==> config.mk <==
export PLATFORM = sky130hd
export DESIGN_NAME = accel_velocity_position_integrator
export DESIGN_NICKNAME = d
export VERILOG_FILES = /design/src/rtl/avpi_pkg.sv /design/src/rtl/avpi_mul.sv /design/src/rtl/avpi_core.sv /design/src/rtl/accel_velocity_position_integrator.sv
export SDC_FILE = /design/constraint.sdc
export NUM_CORES = 2
export LEC_CHECK = 0
export ABC_CLOCK_PERIOD_IN_PS = 8600
export CAP_MARGIN = 20
export CORE_ASPECT_RATIO = 0.75
export CORE_UTILIZATION = 35
export CTS_BUF_LIST = sky130_fd_sc_hd__clkbuf_4
export CTS_CLUSTER_DIAMETER = 60
export DETAILED_ROUTE_END_ITERATION = 10
export DONT_BUFFER_PORTS = 1
export GPL_TIMING_DRIVEN = 0
export SYNTH_ARGS = -nofsm -noshare
export SYNTH_HDL_FRONTEND = slang
export SYNTH_SLANG_ARGS = --single-unit
export TNS_END_PERCENT = 100
==> constraint.sdc <==
create_clock -name clk -period 8.6 [get_ports clk]
set_input_delay 0.86 -clock clk [delete_from_list [all_inputs] [get_ports clk]]
set_output_delay 0.86 -clock clk [all_outputs]
set_load 0.02 [all_outputs]
==> src/rtl/avpi_pkg.sv <==
// ----------------------------------------------------------------------------
// avpi_pkg
// Shared types, widths and register codes for the vertical velocity and
// position integrator.
// ----------------------------------------------------------------------------
package avpi_pkg;

  localparam int ACCEL_W  = 16;
  localparam int HALL_W   = 16;
  localparam int TIME_W   = 32;
  localparam int VEL_W    = 32;
  localparam int POS_W    = 48;
  localparam int PER_W    = 24;
  localparam int LEVEL_W  = 15;
  localparam int SPEED_W  = 31;
  localparam int COUNT_W  = 16;
  localparam int DELAY_W  = 16;
  localparam int CFG_IDX_W  = 3;
  localparam int CFG_DATA_W = 32;

  // serial multiplier: signed multiplicand times unsigned period
  localparam int MCAND_W = VEL_W + 1;
  localparam int PROD_W  = MCAND_W + PER_W;
  localparam int MCNT_W  = $clog2(PER_W + 1);

  // rounding shifts of the two products
  localparam int STEP_SHIFT = 9;
  localparam int POS_SHIFT  = 25;

  // register indexes
  localparam logic [CFG_IDX_W-1:0] CFG_SAMPLE_PERIOD  = 3'd0;
  localparam logic [CFG_IDX_W-1:0] CFG_DEADBAND_EN    = 3'd1;
  localparam logic [CFG_IDX_W-1:0] CFG_DEADBAND_THR   = 3'd2;
  localparam logic [CFG_IDX_W-1:0] CFG_STATIC_COUNT   = 3'd3;
  localparam logic [CFG_IDX_W-1:0] CFG_HALL_PRESENT   = 3'd4;
  localparam logic [CFG_IDX_W-1:0] CFG_HALL_ABSENT    = 3'd5;
  localparam logic [CFG_IDX_W-1:0] CFG_STUCK_SPEED    = 3'd6;
  localparam logic [CFG_IDX_W-1:0] CFG_STUCK_DELAY    = 3'd7;

  // register reset values
  localparam logic [PER_W-1:0]   RST_SAMPLE_PERIOD = 24'd16777;
  localparam logic               RST_DEADBAND_EN   = 1'b1;
  localparam logic [SPEED_W-1:0] RST_DEADBAND_THR  = 31'd0;
  localparam logic [COUNT_W-1:0] RST_STATIC_COUNT  = 16'd1000;
  localparam logic [LEVEL_W-1:0] RST_HALL_PRESENT  = 15'd250;
  localparam logic [LEVEL_W-1:0] RST_HALL_ABSENT   = 15'd100;
  localparam logic [SPEED_W-1:0] RST_STUCK_SPEED   = 31'd838861;
  localparam logic [DELAY_W-1:0] RST_STUCK_DELAY   = 16'd500;

  typedef struct packed {
    logic signed [ACCEL_W-1:0] accel_z;
    logic signed [HALL_W-1:0]  hall_level;
    logic [TIME_W-1:0]         time_ms;
  } in_item_t;

  typedef struct packed {
    logic signed [VEL_W-1:0] velocity;
    logic signed [POS_W-1:0] position;
    logic                    is_static;
    logic                    stuck_alarm;
  } out_item_t;

  typedef struct packed {
    logic [PER_W-1:0]   sample_period;
    logic               deadband_enable;
    logic [SPEED_W-1:0] deadband_threshold;
    logic [COUNT_W-1:0] static_sample_count;
    logic [LEVEL_W-1:0] hall_present_level;
    logic [LEVEL_W-1:0] hall_absent_level;
    logic [SPEED_W-1:0] stuck_speed_limit;
    logic [DELAY_W-1:0] stuck_delay_ms;
  } cfg_t;

endpackage

==> src/rtl/avpi_mul.sv <==
// ----------------------------------------------------------------------------
// avpi_mul
// Radix-2 serial multiplier: signed multiplicand times unsigned sample
// period, one period bit per cycle, shift-right accumulator.
// ----------------------------------------------------------------------------
module avpi_mul (
  input  logic                               clk,
  input  logic                               rst,
  input  logic                               start,
  input  logic signed [avpi_pkg::MCAND_W-1:0] mcand,
  input  logic [avpi_pkg::PER_W-1:0]         mplier,
  output logic                               busy,
  output logic [avpi_pkg::PROD_W-1:0]        product
);
  import avpi_pkg::*;

  logic [MCNT_W-1:0]         cnt;
  logic [PROD_W-1:0]         acc;
  logic signed [MCAND_W-1:0] mcand_reg;
  logic signed [MCAND_W:0]   upper;
  logic signed [MCAND_W:0]   addend;
  logic signed [MCAND_W:0]   part_sum;

  // low bits of acc hold the not yet consumed period bits
  always_comb begin
    upper    = $signed({acc[PROD_W-1], acc[PROD_W-1:PER_W]});
    addend   = acc[0] ? $signed({mcand_reg[MCAND_W-1], mcand_reg}) : '0;
    part_sum = upper + addend;
  end

  always_ff @(posedge clk) begin
    if (rst) begin
      cnt <= '0;
    end else if (start) begin
      cnt <= MCNT_W'(PER_W);
    end else if (cnt != '0) begin
      cnt <= cnt - 1'b1;
    end
  end

  always_ff @(posedge clk) begin
    if (start) begin
      mcand_reg <= mcand;
      acc       <= {{MCAND_W{1'b0}}, mplier};
    end else if (cnt != '0) begin
      acc <= {part_sum, acc[PER_W-1:1]};
    end
  end

  assign busy    = (cnt != '0);
  assign product = acc;

endmodule

==> src/rtl/avpi_core.sv <==
// ----------------------------------------------------------------------------
// avpi_core
// Sequencer for one sample: velocity step, deadband, saturated velocity,
// position increment, static and stuck detection. Both products go
// through the shared serial multiplier.
// ----------------------------------------------------------------------------
module avpi_core (
  input  logic                 clk,
  input  logic                 rst,
  input  avpi_pkg::cfg_t       cfg,
  input  logic                 in_valid,
  input  avpi_pkg::in_item_t   in_item,
  output logic                 idle,
  output logic                 res_valid,
  input  logic                 res_ready,
  output avpi_pkg::out_item_t  res_item
);
  import avpi_pkg::*;

  localparam logic [3:0] S_IDLE = 4'd0;
  localparam logic [3:0] S_MUL1 = 4'd1;
  localparam logic [3:0] S_STEP = 4'd2;
  localparam logic [3:0] S_DB   = 4'd3;
  localparam logic [3:0] S_VEL  = 4'd4;
  localparam logic [3:0] S_VSUM = 4'd5;
  localparam logic [3:0] S_MUL2 = 4'd6;
  localparam logic [3:0] S_INC  = 4'd7;
  localparam logic [3:0] S_POS  = 4'd8;
  localparam logic [3:0] S_FIN  = 4'd9;
  localparam logic [3:0] S_OUT  = 4'd10;

  localparam logic signed [VEL_W-1:0] VEL_MAX = {1'b0, {(VEL_W-1){1'b1}}};
  localparam logic signed [VEL_W-1:0] VEL_MIN = {1'b1, {(VEL_W-1){1'b0}}};
  localparam logic signed [POS_W-1:0] POS_MAX = {1'b0, {(POS_W-1){1'b1}}};
  localparam logic signed [POS_W-1:0] POS_MIN = {1'b1, {(POS_W-1){1'b0}}};
  localparam logic [PROD_W-1:0] STEP_HALF = PROD_W'(1) << (STEP_SHIFT - 1);
  localparam logic [PROD_W-1:0] POS_HALF  = PROD_W'(1) << (POS_SHIFT - 1);

  function automatic logic [VEL_W-1:0] mag(input logic signed [VEL_W-1:0] v);
    mag = v[VEL_W-1] ? (VEL_W'(0) - v) : v;
  endfunction

  logic [3:0] state;

  // stored state
  logic                      primed;
  logic signed [ACCEL_W-1:0] prev_accel;
  logic signed [VEL_W-1:0]   prev_vel;
  logic signed [POS_W-1:0]   pos_acc;
  logic signed [HALL_W-1:0]  prev_hall;
  logic [COUNT_W-1:0]        stable_count;
  logic                      static_flag;
  logic [TIME_W-1:0]         last_stop;

  // current item and intermediates
  logic signed [ACCEL_W-1:0] cur_accel;
  logic signed [HALL_W-1:0]  cur_hall;
  logic [TIME_W-1:0]         cur_time;
  logic signed [VEL_W-1:0]   step;
  logic signed [VEL_W-1:0]   vel;
  logic signed [VEL_W-1:0]   inc;
  logic signed [POS_W-1:0]   pos;
  logic                      stable;

  // multiplier hookup
  logic                      mul_start;
  logic signed [MCAND_W-1:0] mul_mcand;
  logic                      mul_busy;
  logic [PROD_W-1:0]         product;

  logic                      accept;
  logic signed [ACCEL_W:0]   accel_sum;
  logic signed [MCAND_W-1:0] vel_sum;
  logic [PROD_W-1:0]         step_round;
  logic [PROD_W-1:0]         pos_round;
  logic signed [VEL_W:0]     vel_raw;
  logic signed [POS_W:0]     pos_raw;
  logic [HALL_W:0]           hall_mag;
  logic signed [HALL_W+3:0]  hall_x;
  logic signed [HALL_W+3:0]  prev_x;
  logic signed [HALL_W+3:0]  hall_10;
  logic signed [HALL_W+3:0]  prev_7;
  logic signed [HALL_W+3:0]  prev_13;
  logic                      stable_calc;
  logic [COUNT_W-1:0]        count_next;
  logic                      go_static;
  logic [TIME_W-1:0]         since_stop;
  logic                      alarm;

  assign idle   = (state == S_IDLE);
  assign accept = idle && in_valid;

  always_comb begin
    accel_sum  = $signed({in_item.accel_z[ACCEL_W-1], in_item.accel_z})
               + $signed({prev_accel[ACCEL_W-1], prev_accel});
    vel_sum    = $signed({prev_vel[VEL_W-1], prev_vel}) + $signed({vel[VEL_W-1], vel});
    mul_start  = (accept && primed) || (state == S_VSUM);
    mul_mcand  = (state == S_VSUM) ? vel_sum : MCAND_W'(accel_sum);
    step_round = product + STEP_HALF;
    pos_round  = product + POS_HALF;
    vel_raw    = $signed({prev_vel[VEL_W-1], prev_vel}) + $signed({step[VEL_W-1], step});
    pos_raw    = $signed({pos_acc[POS_W-1], pos_acc}) + (POS_W+1)'(inc);
  end

  // hall stability, exact integer compares
  always_comb begin
    hall_mag = cur_hall[HALL_W-1] ? ((HALL_W+1)'(0) - {cur_hall[HALL_W-1], cur_hall})
                                  : {cur_hall[HALL_W-1], cur_hall};
    hall_x   = (HALL_W+4)'(cur_hall);
    prev_x   = (HALL_W+4)'(prev_hall);
    hall_10  = (hall_x <<< 3) + (hall_x <<< 1);
    prev_7   = (prev_x <<< 3) - prev_x;
    prev_13  = (prev_x <<< 3) + (prev_x <<< 2) + prev_x;
    stable_calc = (hall_mag >= (HALL_W+1)'(cfg.hall_present_level))
               && (hall_10 >= prev_7) && (hall_10 <= prev_13);
    count_next = (stable_count == '1) ? stable_count : stable_count + 1'b1;
    go_static  = stable && (count_next >= cfg.static_sample_count);
  end

  always_comb begin
    since_stop = cur_time - last_stop;
    alarm = (hall_mag <= (HALL_W+1)'(cfg.hall_absent_level))
         && (mag(prev_vel) <= VEL_W'(cfg.stuck_speed_limit))
         && (since_stop >= TIME_W'(cfg.stuck_delay_ms));
  end

  avpi_mul u_mul (
    .clk     (clk),
    .rst     (rst),
    .start   (mul_start),
    .mcand   (mul_mcand),
    .mplier  (cfg.sample_period),
    .busy    (mul_busy),
    .product (product)
  );

  always_ff @(posedge clk) begin
    if (rst) begin
      state        <= S_IDLE;
      primed       <= 1'b0;
      prev_accel   <= '0;
      prev_vel     <= '0;
      pos_acc      <= '0;
      prev_hall    <= '0;
      stable_count <= '0;
      static_flag  <= 1'b0;
      last_stop    <= '0;
    end else begin
      case (state)
        S_IDLE: begin
          if (accept) begin
            if (!primed) begin
              // first sample only primes the history
              primed     <= 1'b1;
              prev_accel <= in_item.accel_z;
              prev_hall  <= in_item.hall_level;
            end else begin
              state <= S_MUL1;
            end
          end
        end
        S_MUL1: begin
          if (!mul_busy) begin
            state <= S_STEP;
          end
        end
        S_STEP: state <= S_DB;
        S_DB:   state <= S_VEL;
        S_VEL:  state <= S_VSUM;
        S_VSUM: state <= S_MUL2;
        S_MUL2: begin
          if (!mul_busy) begin
            state <= S_INC;
          end
        end
        S_INC:  state <= S_POS;
        S_POS:  state <= S_FIN;
        S_FIN: begin
          pos_acc   <= pos;
          prev_hall <= cur_hall;
          if (stable) begin
            stable_count <= count_next;
          end else begin
            stable_count <= '0;
            static_flag  <= 1'b0;
          end
          if (go_static) begin
            if (!static_flag) begin
              last_stop <= cur_time;
            end
            static_flag <= 1'b1;
            prev_vel    <= '0;
            prev_accel  <= '0;
          end else begin
            prev_vel    <= vel;
            prev_accel  <= cur_accel;
          end
          state <= S_OUT;
        end
        S_OUT: begin
          if (res_ready) begin
            state <= S_IDLE;
          end
        end
        default: state <= S_IDLE;
      endcase
    end
  end

  // datapath registers
  always_ff @(posedge clk) begin
    if (accept) begin
      cur_accel <= in_item.accel_z;
      cur_hall  <= in_item.hall_level;
      cur_time  <= in_item.time_ms;
    end
    if (state == S_STEP) begin
      step   <= $signed(step_round[STEP_SHIFT+VEL_W-1:STEP_SHIFT]);
      stable <= stable_calc;
    end
    if (state == S_DB) begin
      if (cfg.deadband_enable && (mag(step) < VEL_W'(cfg.deadband_threshold))) begin
        step <= '0;
      end
    end
    if (state == S_VEL) begin
      if (vel_raw[VEL_W] != vel_raw[VEL_W-1]) begin
        vel <= vel_raw[VEL_W] ? VEL_MIN : VEL_MAX;
      end else begin
        vel <= vel_raw[VEL_W-1:0];
      end
    end
    if (state == S_INC) begin
      inc <= $signed(pos_round[POS_SHIFT+VEL_W-1:POS_SHIFT]);
    end
    if (state == S_POS) begin
      if (pos_raw[POS_W] != pos_raw[POS_W-1]) begin
        pos <= pos_raw[POS_W] ? POS_MIN : POS_MAX;
      end else begin
        pos <= pos_raw[POS_W-1:0];
      end
    end
  end

  assign res_valid            = (state == S_OUT);
  assign res_item.velocity    = prev_vel;
  assign res_item.position    = pos_acc;
  assign res_item.is_static   = static_flag;
  assign res_item.stuck_alarm = alarm;

endmodule

==> src/rtl/accel_velocity_position_integrator.sv <==
// ----------------------------------------------------------------------------
// accel_velocity_position_integrator
// Trapezoidal velocity and position integrator with static and stuck
// detection, with configuration registers and an output register.
// ----------------------------------------------------------------------------
// Usage:
//   in_valid / in_stall / in_data carry one sample (accel_z, hall_level,
//   time_ms). A sample is taken when in_valid is high and in_stall is low.
//   out_valid / out_stall / out_data carry one result (velocity, position,
//   is_static, stuck_alarm), taken when out_valid is high and out_stall low.
//   cfg_valid / cfg_ready / cfg_index / cfg_data write one register; the
//   port is always ready. Write registers only while the block is idle.
//   The first sample after reset primes the history and gives no result.
//   Every later sample gives one result; both products run through one
//   serial multiplier that consumes one bit of sample_period per cycle,
//   and that sets the latency. A new sample is not taken until the
//   sequencer has handed the last result to the output register.
//   The output register lets a new sample be taken while a result waits.
//   If the receiver stalls and the output register is still full when the
//   next result is ready, the sequencer holds and in_stall stays high.
//   Synchronous reset clears all history and loads register defaults.
// ----------------------------------------------------------------------------
module accel_velocity_position_integrator (
  input  logic                                clk,
  input  logic                                rst,
  input  logic                                in_valid,
  output logic                                in_stall,
  input  avpi_pkg::in_item_t                  in_data,
  output logic                                out_valid,
  input  logic                                out_stall,
  output avpi_pkg::out_item_t                 out_data,
  input  logic                                cfg_valid,
  output logic                                cfg_ready,
  input  logic [avpi_pkg::CFG_IDX_W-1:0]      cfg_index,
  input  logic [avpi_pkg::CFG_DATA_W-1:0]     cfg_data
);
  import avpi_pkg::*;

  cfg_t      cfg;
  logic      core_idle;
  logic      res_valid;
  logic      res_ready;
  out_item_t res_item;

  assign cfg_ready = 1'b1;

  always_ff @(posedge clk) begin
    if (rst) begin
      cfg.sample_period       <= RST_SAMPLE_PERIOD;
      cfg.deadband_enable     <= RST_DEADBAND_EN;
      cfg.deadband_threshold  <= RST_DEADBAND_THR;
      cfg.static_sample_count <= RST_STATIC_COUNT;
      cfg.hall_present_level  <= RST_HALL_PRESENT;
      cfg.hall_absent_level   <= RST_HALL_ABSENT;
      cfg.stuck_speed_limit   <= RST_STUCK_SPEED;
      cfg.stuck_delay_ms      <= RST_STUCK_DELAY;
    end else if (cfg_valid && cfg_ready) begin
      case (cfg_index)
        CFG_SAMPLE_PERIOD: cfg.sample_period       <= cfg_data[PER_W-1:0];
        CFG_DEADBAND_EN:   cfg.deadband_enable     <= cfg_data[0];
        CFG_DEADBAND_THR:  cfg.deadband_threshold  <= cfg_data[SPEED_W-1:0];
        CFG_STATIC_COUNT:  cfg.static_sample_count <= cfg_data[COUNT_W-1:0];
        CFG_HALL_PRESENT:  cfg.hall_present_level  <= cfg_data[LEVEL_W-1:0];
        CFG_HALL_ABSENT:   cfg.hall_absent_level   <= cfg_data[LEVEL_W-1:0];
        CFG_STUCK_SPEED:   cfg.stuck_speed_limit   <= cfg_data[SPEED_W-1:0];
        CFG_STUCK_DELAY:   cfg.stuck_delay_ms      <= cfg_data[DELAY_W-1:0];
        default: ;
      endcase
    end
  end

  avpi_core u_core (
    .clk       (clk),
    .rst       (rst),
    .cfg       (cfg),
    .in_valid  (in_valid),
    .in_item   (in_data),
    .idle      (core_idle),
    .res_valid (res_valid),
    .res_ready (res_ready),
    .res_item  (res_item)
  );

  assign in_stall  = !core_idle;
  assign res_ready = !out_valid || !out_stall;

  // output register
  always_ff @(posedge clk) begin
    if (rst) begin
      out_valid <= 1'b0;
    end else if (res_valid && res_ready) begin
      out_valid <= 1'b1;
    end else if (!out_stall) begin
      out_valid <= 1'b0;
    end
  end

  always_ff @(posedge clk) begin
    if (res_valid && res_ready) begin
      out_data <= res_item;
    end
  end

endmodule

==> results.json <==
{
  "synth-compound-area-share_pct": 19.0,
  "hold_depth": 2,
  "yosys-top-cells-count": "nand2_1, a21oi_1, ha_1, dfxtp_1, edfxtp_1",
  "slowest_delay_ps": 570,
  "synthAdderAreaFrac_pct": 13.2,
  "post-route-drc-count": 0,
  "worstPathArrival_ps": 6850,
  "die_w_um": 408,
  "period_share_pct": 67.4,
  "die_area_um2": 125000,
  "drt_iter0_markers": 3043,
  "clock_path_buffers": 3,
  "yosys_warnings": 0,
  "synth_cells": 4816,
  "synthTopCellsByArea": "edfxtp_1, dfxtp_1, ha_1",
  "path_clk_slew_ps": 80,
  "cts_tree": "yes",
  "p_per_area_nw_per_um2": 309,
  "grt_pass1_vias": 33900,
  "syn_nets": 5352,
  "vias": 37200,
  "drtAntennaViolNets": 0,
  "cp-start-kind": "flip-flop",
  "yosysSeqAreaShare_pct": 39.8,
  "placed_area_um2": 45500,
  "critPathBufInv": 3,
  "largest_reg_flops": 149,
  "clock_latency_ps": 1180,
  "fillCellCount": 12200,
  "synth_top_family_by_area": "compound AO/OA/AOI/OAI gates",
  "min_path_type": "input port to flip-flop",
  "path_cells": "ha_1, nand4_1, nor3_1, nand3_1, clkbuf_1, xnor2_1, ha_1, nand2b_1, a21o_1, a21o_1, a21o_1, a21o_1, a21o_1, a2111oi_0, o31a_1, clkbuf_1, o211a_1, clkbuf_1, a22o_1",
  "crit_fanout": 10,
  "reg2reg_depth": 19,
  "cap_violations": 0,
  "hold_viol": 0,
  "synth_edf_count": 316,
  "synth.avg_cell_area_um2": 8.97,
  "top_usage_layer": "met1",
  "ios": 189,
  "cts-root-buf": "clkbuf_4",
  "fin_worst_skew_ps": 95.6,
  "synth_mux_area_share_pct": 1.10,
  "ctsResizeCount": 0,
  "drt-pass1-iter-count": 7,
  "slew_violations": 0,
  "cpMostUsedCell": "a21o_1",
  "worstMarginPinSlew_ps": 1180,
  "maxSlewHeadroom_pct": 21.3,
  "finalNetCount": 5656,
  "vdd_ir_drop_max_v": 0.000198,
  "fmax_mhz": 172,
  "netlist.top_cell.by_area": "edfxtp_1",
  "fin_crit_ps": 5800,
  "grt_use_met1_pct": 31.8,
  "grt_overflow_total": 0,
  "place_inst": 6472,
  "synth.distinct_cells": 81,
  "tns_ps": 0,
  "grt_max_degree": 52,
  "grt_pass1_wl_mm": 206,
  "gr-usage-met2_pct": 30.4,
  "rows": 111,
  "run_status": "finished, final reports clean",
  "grt_use_total_pct": 21.5,
  "synth-simple-area-share_pct": 16.4,
  "largest-register": "cfg",
  "path_depth": 19,
  "critPathSlowestCell": "a2111oi_0",
  "yosys.cell_count.top_type": "nand2_1",
  "die_h_um": 306,
  "area_growth_pct": 13.6,
  "start_util_pct": 35.3,
  "mappedNetlistArea_um2": 43200,
  "critPathKind": "flip-flop to flip-flop",
  "synth_xor_area_share_pct": 6.45,
  "crit_required_ps": 9650,
  "yosys_register_bits": 702,
  "async_flop_share_pct": 0,
  "hpwl_mm": 105,
  "finalSetupViolCount": 0,
  "finalNonFillerCells": 6925,
  "design_area_um2": 49100,
  "cts.htree.levels": 4,
  "io_buffer_count": 0,
  "cts_sinks": 702,
  "grt_util_met3_pct": 5.16,
  "drive_gt1_share_pct": 7.14,
  "critPathTopFamily": "compound AO/OA/AOI/OAI gates",
  "synth_top_flop_cell": "dfxtp_1",
  "antenna_found_initial": 11,
  "vias_per_cell": 5.37,
  "cts_buffers": 186,
  "core_um2": 122000,
  "endpoint_kind": "flip-flop",
  "avgRoutedWirePerCell_um": 19.9,
  "gp_congestion": 0.939,
  "routed_wl_mm": 138,
  "leakage_nw": 19.3,
  "rsz0062_at_grt": "false",
  "yosysTopAreaCellShare_pct": 22.0
}
[worst paths after layout]
path	startpoint	end	slack [ps]
max	u_core.stable_count[0]	u_core.prev_vel[14]	2800
min	in_valid	u_core.cur_accel[3]	140
max reg2reg	u_core.stable_count[0]	u_core.prev_vel[14]	2800
min reg2reg	u_core.pos_acc[22]	out_data[24]	450
[report_power, final]
part	switching [mW]	internal, mW	leakage (nW)
Clock	1.54	1.68	1.52
Sequential	0.738	4.23	6.10
Combinational	4.14	2.84	11.7
[area by class of cell]
cell class / count / area, um^2 / share of cell area, %
antenna: 7 / 17.5 / 0.0357
multi-input combinational: 3656 / 24300 / 49.5
inverter: 262 / 986 / 2.01
clock inverter: 67 / 453 / 0.923
clock buffer: 281 / 2110 / 4.30
buffer: 196 / 743 / 1.51
timing repair buffer: 116 / 1200 / 2.46
tap: 1638 / 2050 / 4.18
sequential: 702 / 17200 / 35.1
[through the flow]
step / worst slack (ps) / utilization (%) / hold WS, ps / power [mW]
after floorplan: 2610 / - / 436 / 9.79
after global placement: -900 / 37.0 / 443 / 11.7
after detailed placement: 2770 / 37.2 / 446 / 11.8
after CTS: 2710 / 40.1 / 12.6 / 15.1
after global routing: 2330 / 40.1 / 67.2 / 16.3
final: 2800 / 40.1 / 137 / 15.2
[per-layer routing]
layer | routed length [um] | vias to the layer above | share of wire [%]
li1 | - | 18100 | -
met1 | 66000 | 17600 | 48
met2 | 56500 | 1300 | 41
met3 | 12500 | 190 | 9.1
met4 | 3070 | 4 | 2.2
met5 | 23 | - | 0.017
[cells in the final DEF (no fill, tap or decap), types with 25 or more instances in the layout]
cell | netlist | final
o211ai_1 | 65 | 65
o21ai_0 | 215 | 215
o21bai_1 | 25 | 25
nand3_1 | 128 | 128
ha_1 | 409 | 409
inv_1 | 261 | 260
a211oi_1 | 59 | 59
xor2_1 | 107 | 107
clkbuf_1 | 172 | 172
edfxtp_1 | 316 | 316
a31oi_1 | 38 | 38
a22o_1 | 32 | 32
a21oi_1 | 460 | 459
xnor2_1 | 211 | 211
mux2i_1 | 43 | 43
nand2b_1 | 52 | 52
dlygate4sd3_1 | 0 | 98
and3_1 | 43 | 42
a21o_1 | 139 | 139
and2_1 | 51 | 51
nor2b_1 | 61 | 61
nand2_1 | 724 | 724
nor3_1 | 57 | 57
o31ai_1 | 38 | 38
clkinv_1 | 1 | 43
nor2_1 | 281 | 281
dfxtp_1 | 386 | 386
clkbuf_4 | 0 | 281
nand4_1 | 57 | 57
o21a_1 | 46 | 46
[cells by family after synthesis]
| group | count (synthesis) |
|---|---|
| muxes | 47 |
| and+or+nand+nor | 1556 |
| other | 1 |
| DFF | 702 |
| xor gates and xnor gates | 318 |
| buffers and inverters | 458 |
| AOI/OAI and AO/OA | 1288 |
| adders and majority gates | 446 |
[what timing repair did]
item                                   4_1_cts  5_1_grt
buffers inserted                             0        0
endpoints found under the hold margin      253        0
hold buffers                                98        0
[worst reg2reg max path: cells and delay by family, from the launching register on]
family | cells | cell delay [ps]
xor gates and xnor gates | 1 | 260
AOI/OAI and AO/OA | 9 | 2280
buffers and inverters | 3 | 1140
adders and majority gates | 2 | 490
DFF | 1 | 440
and+or+nand+nor | 4 | 1060
(Power assumes the default switching activity.)
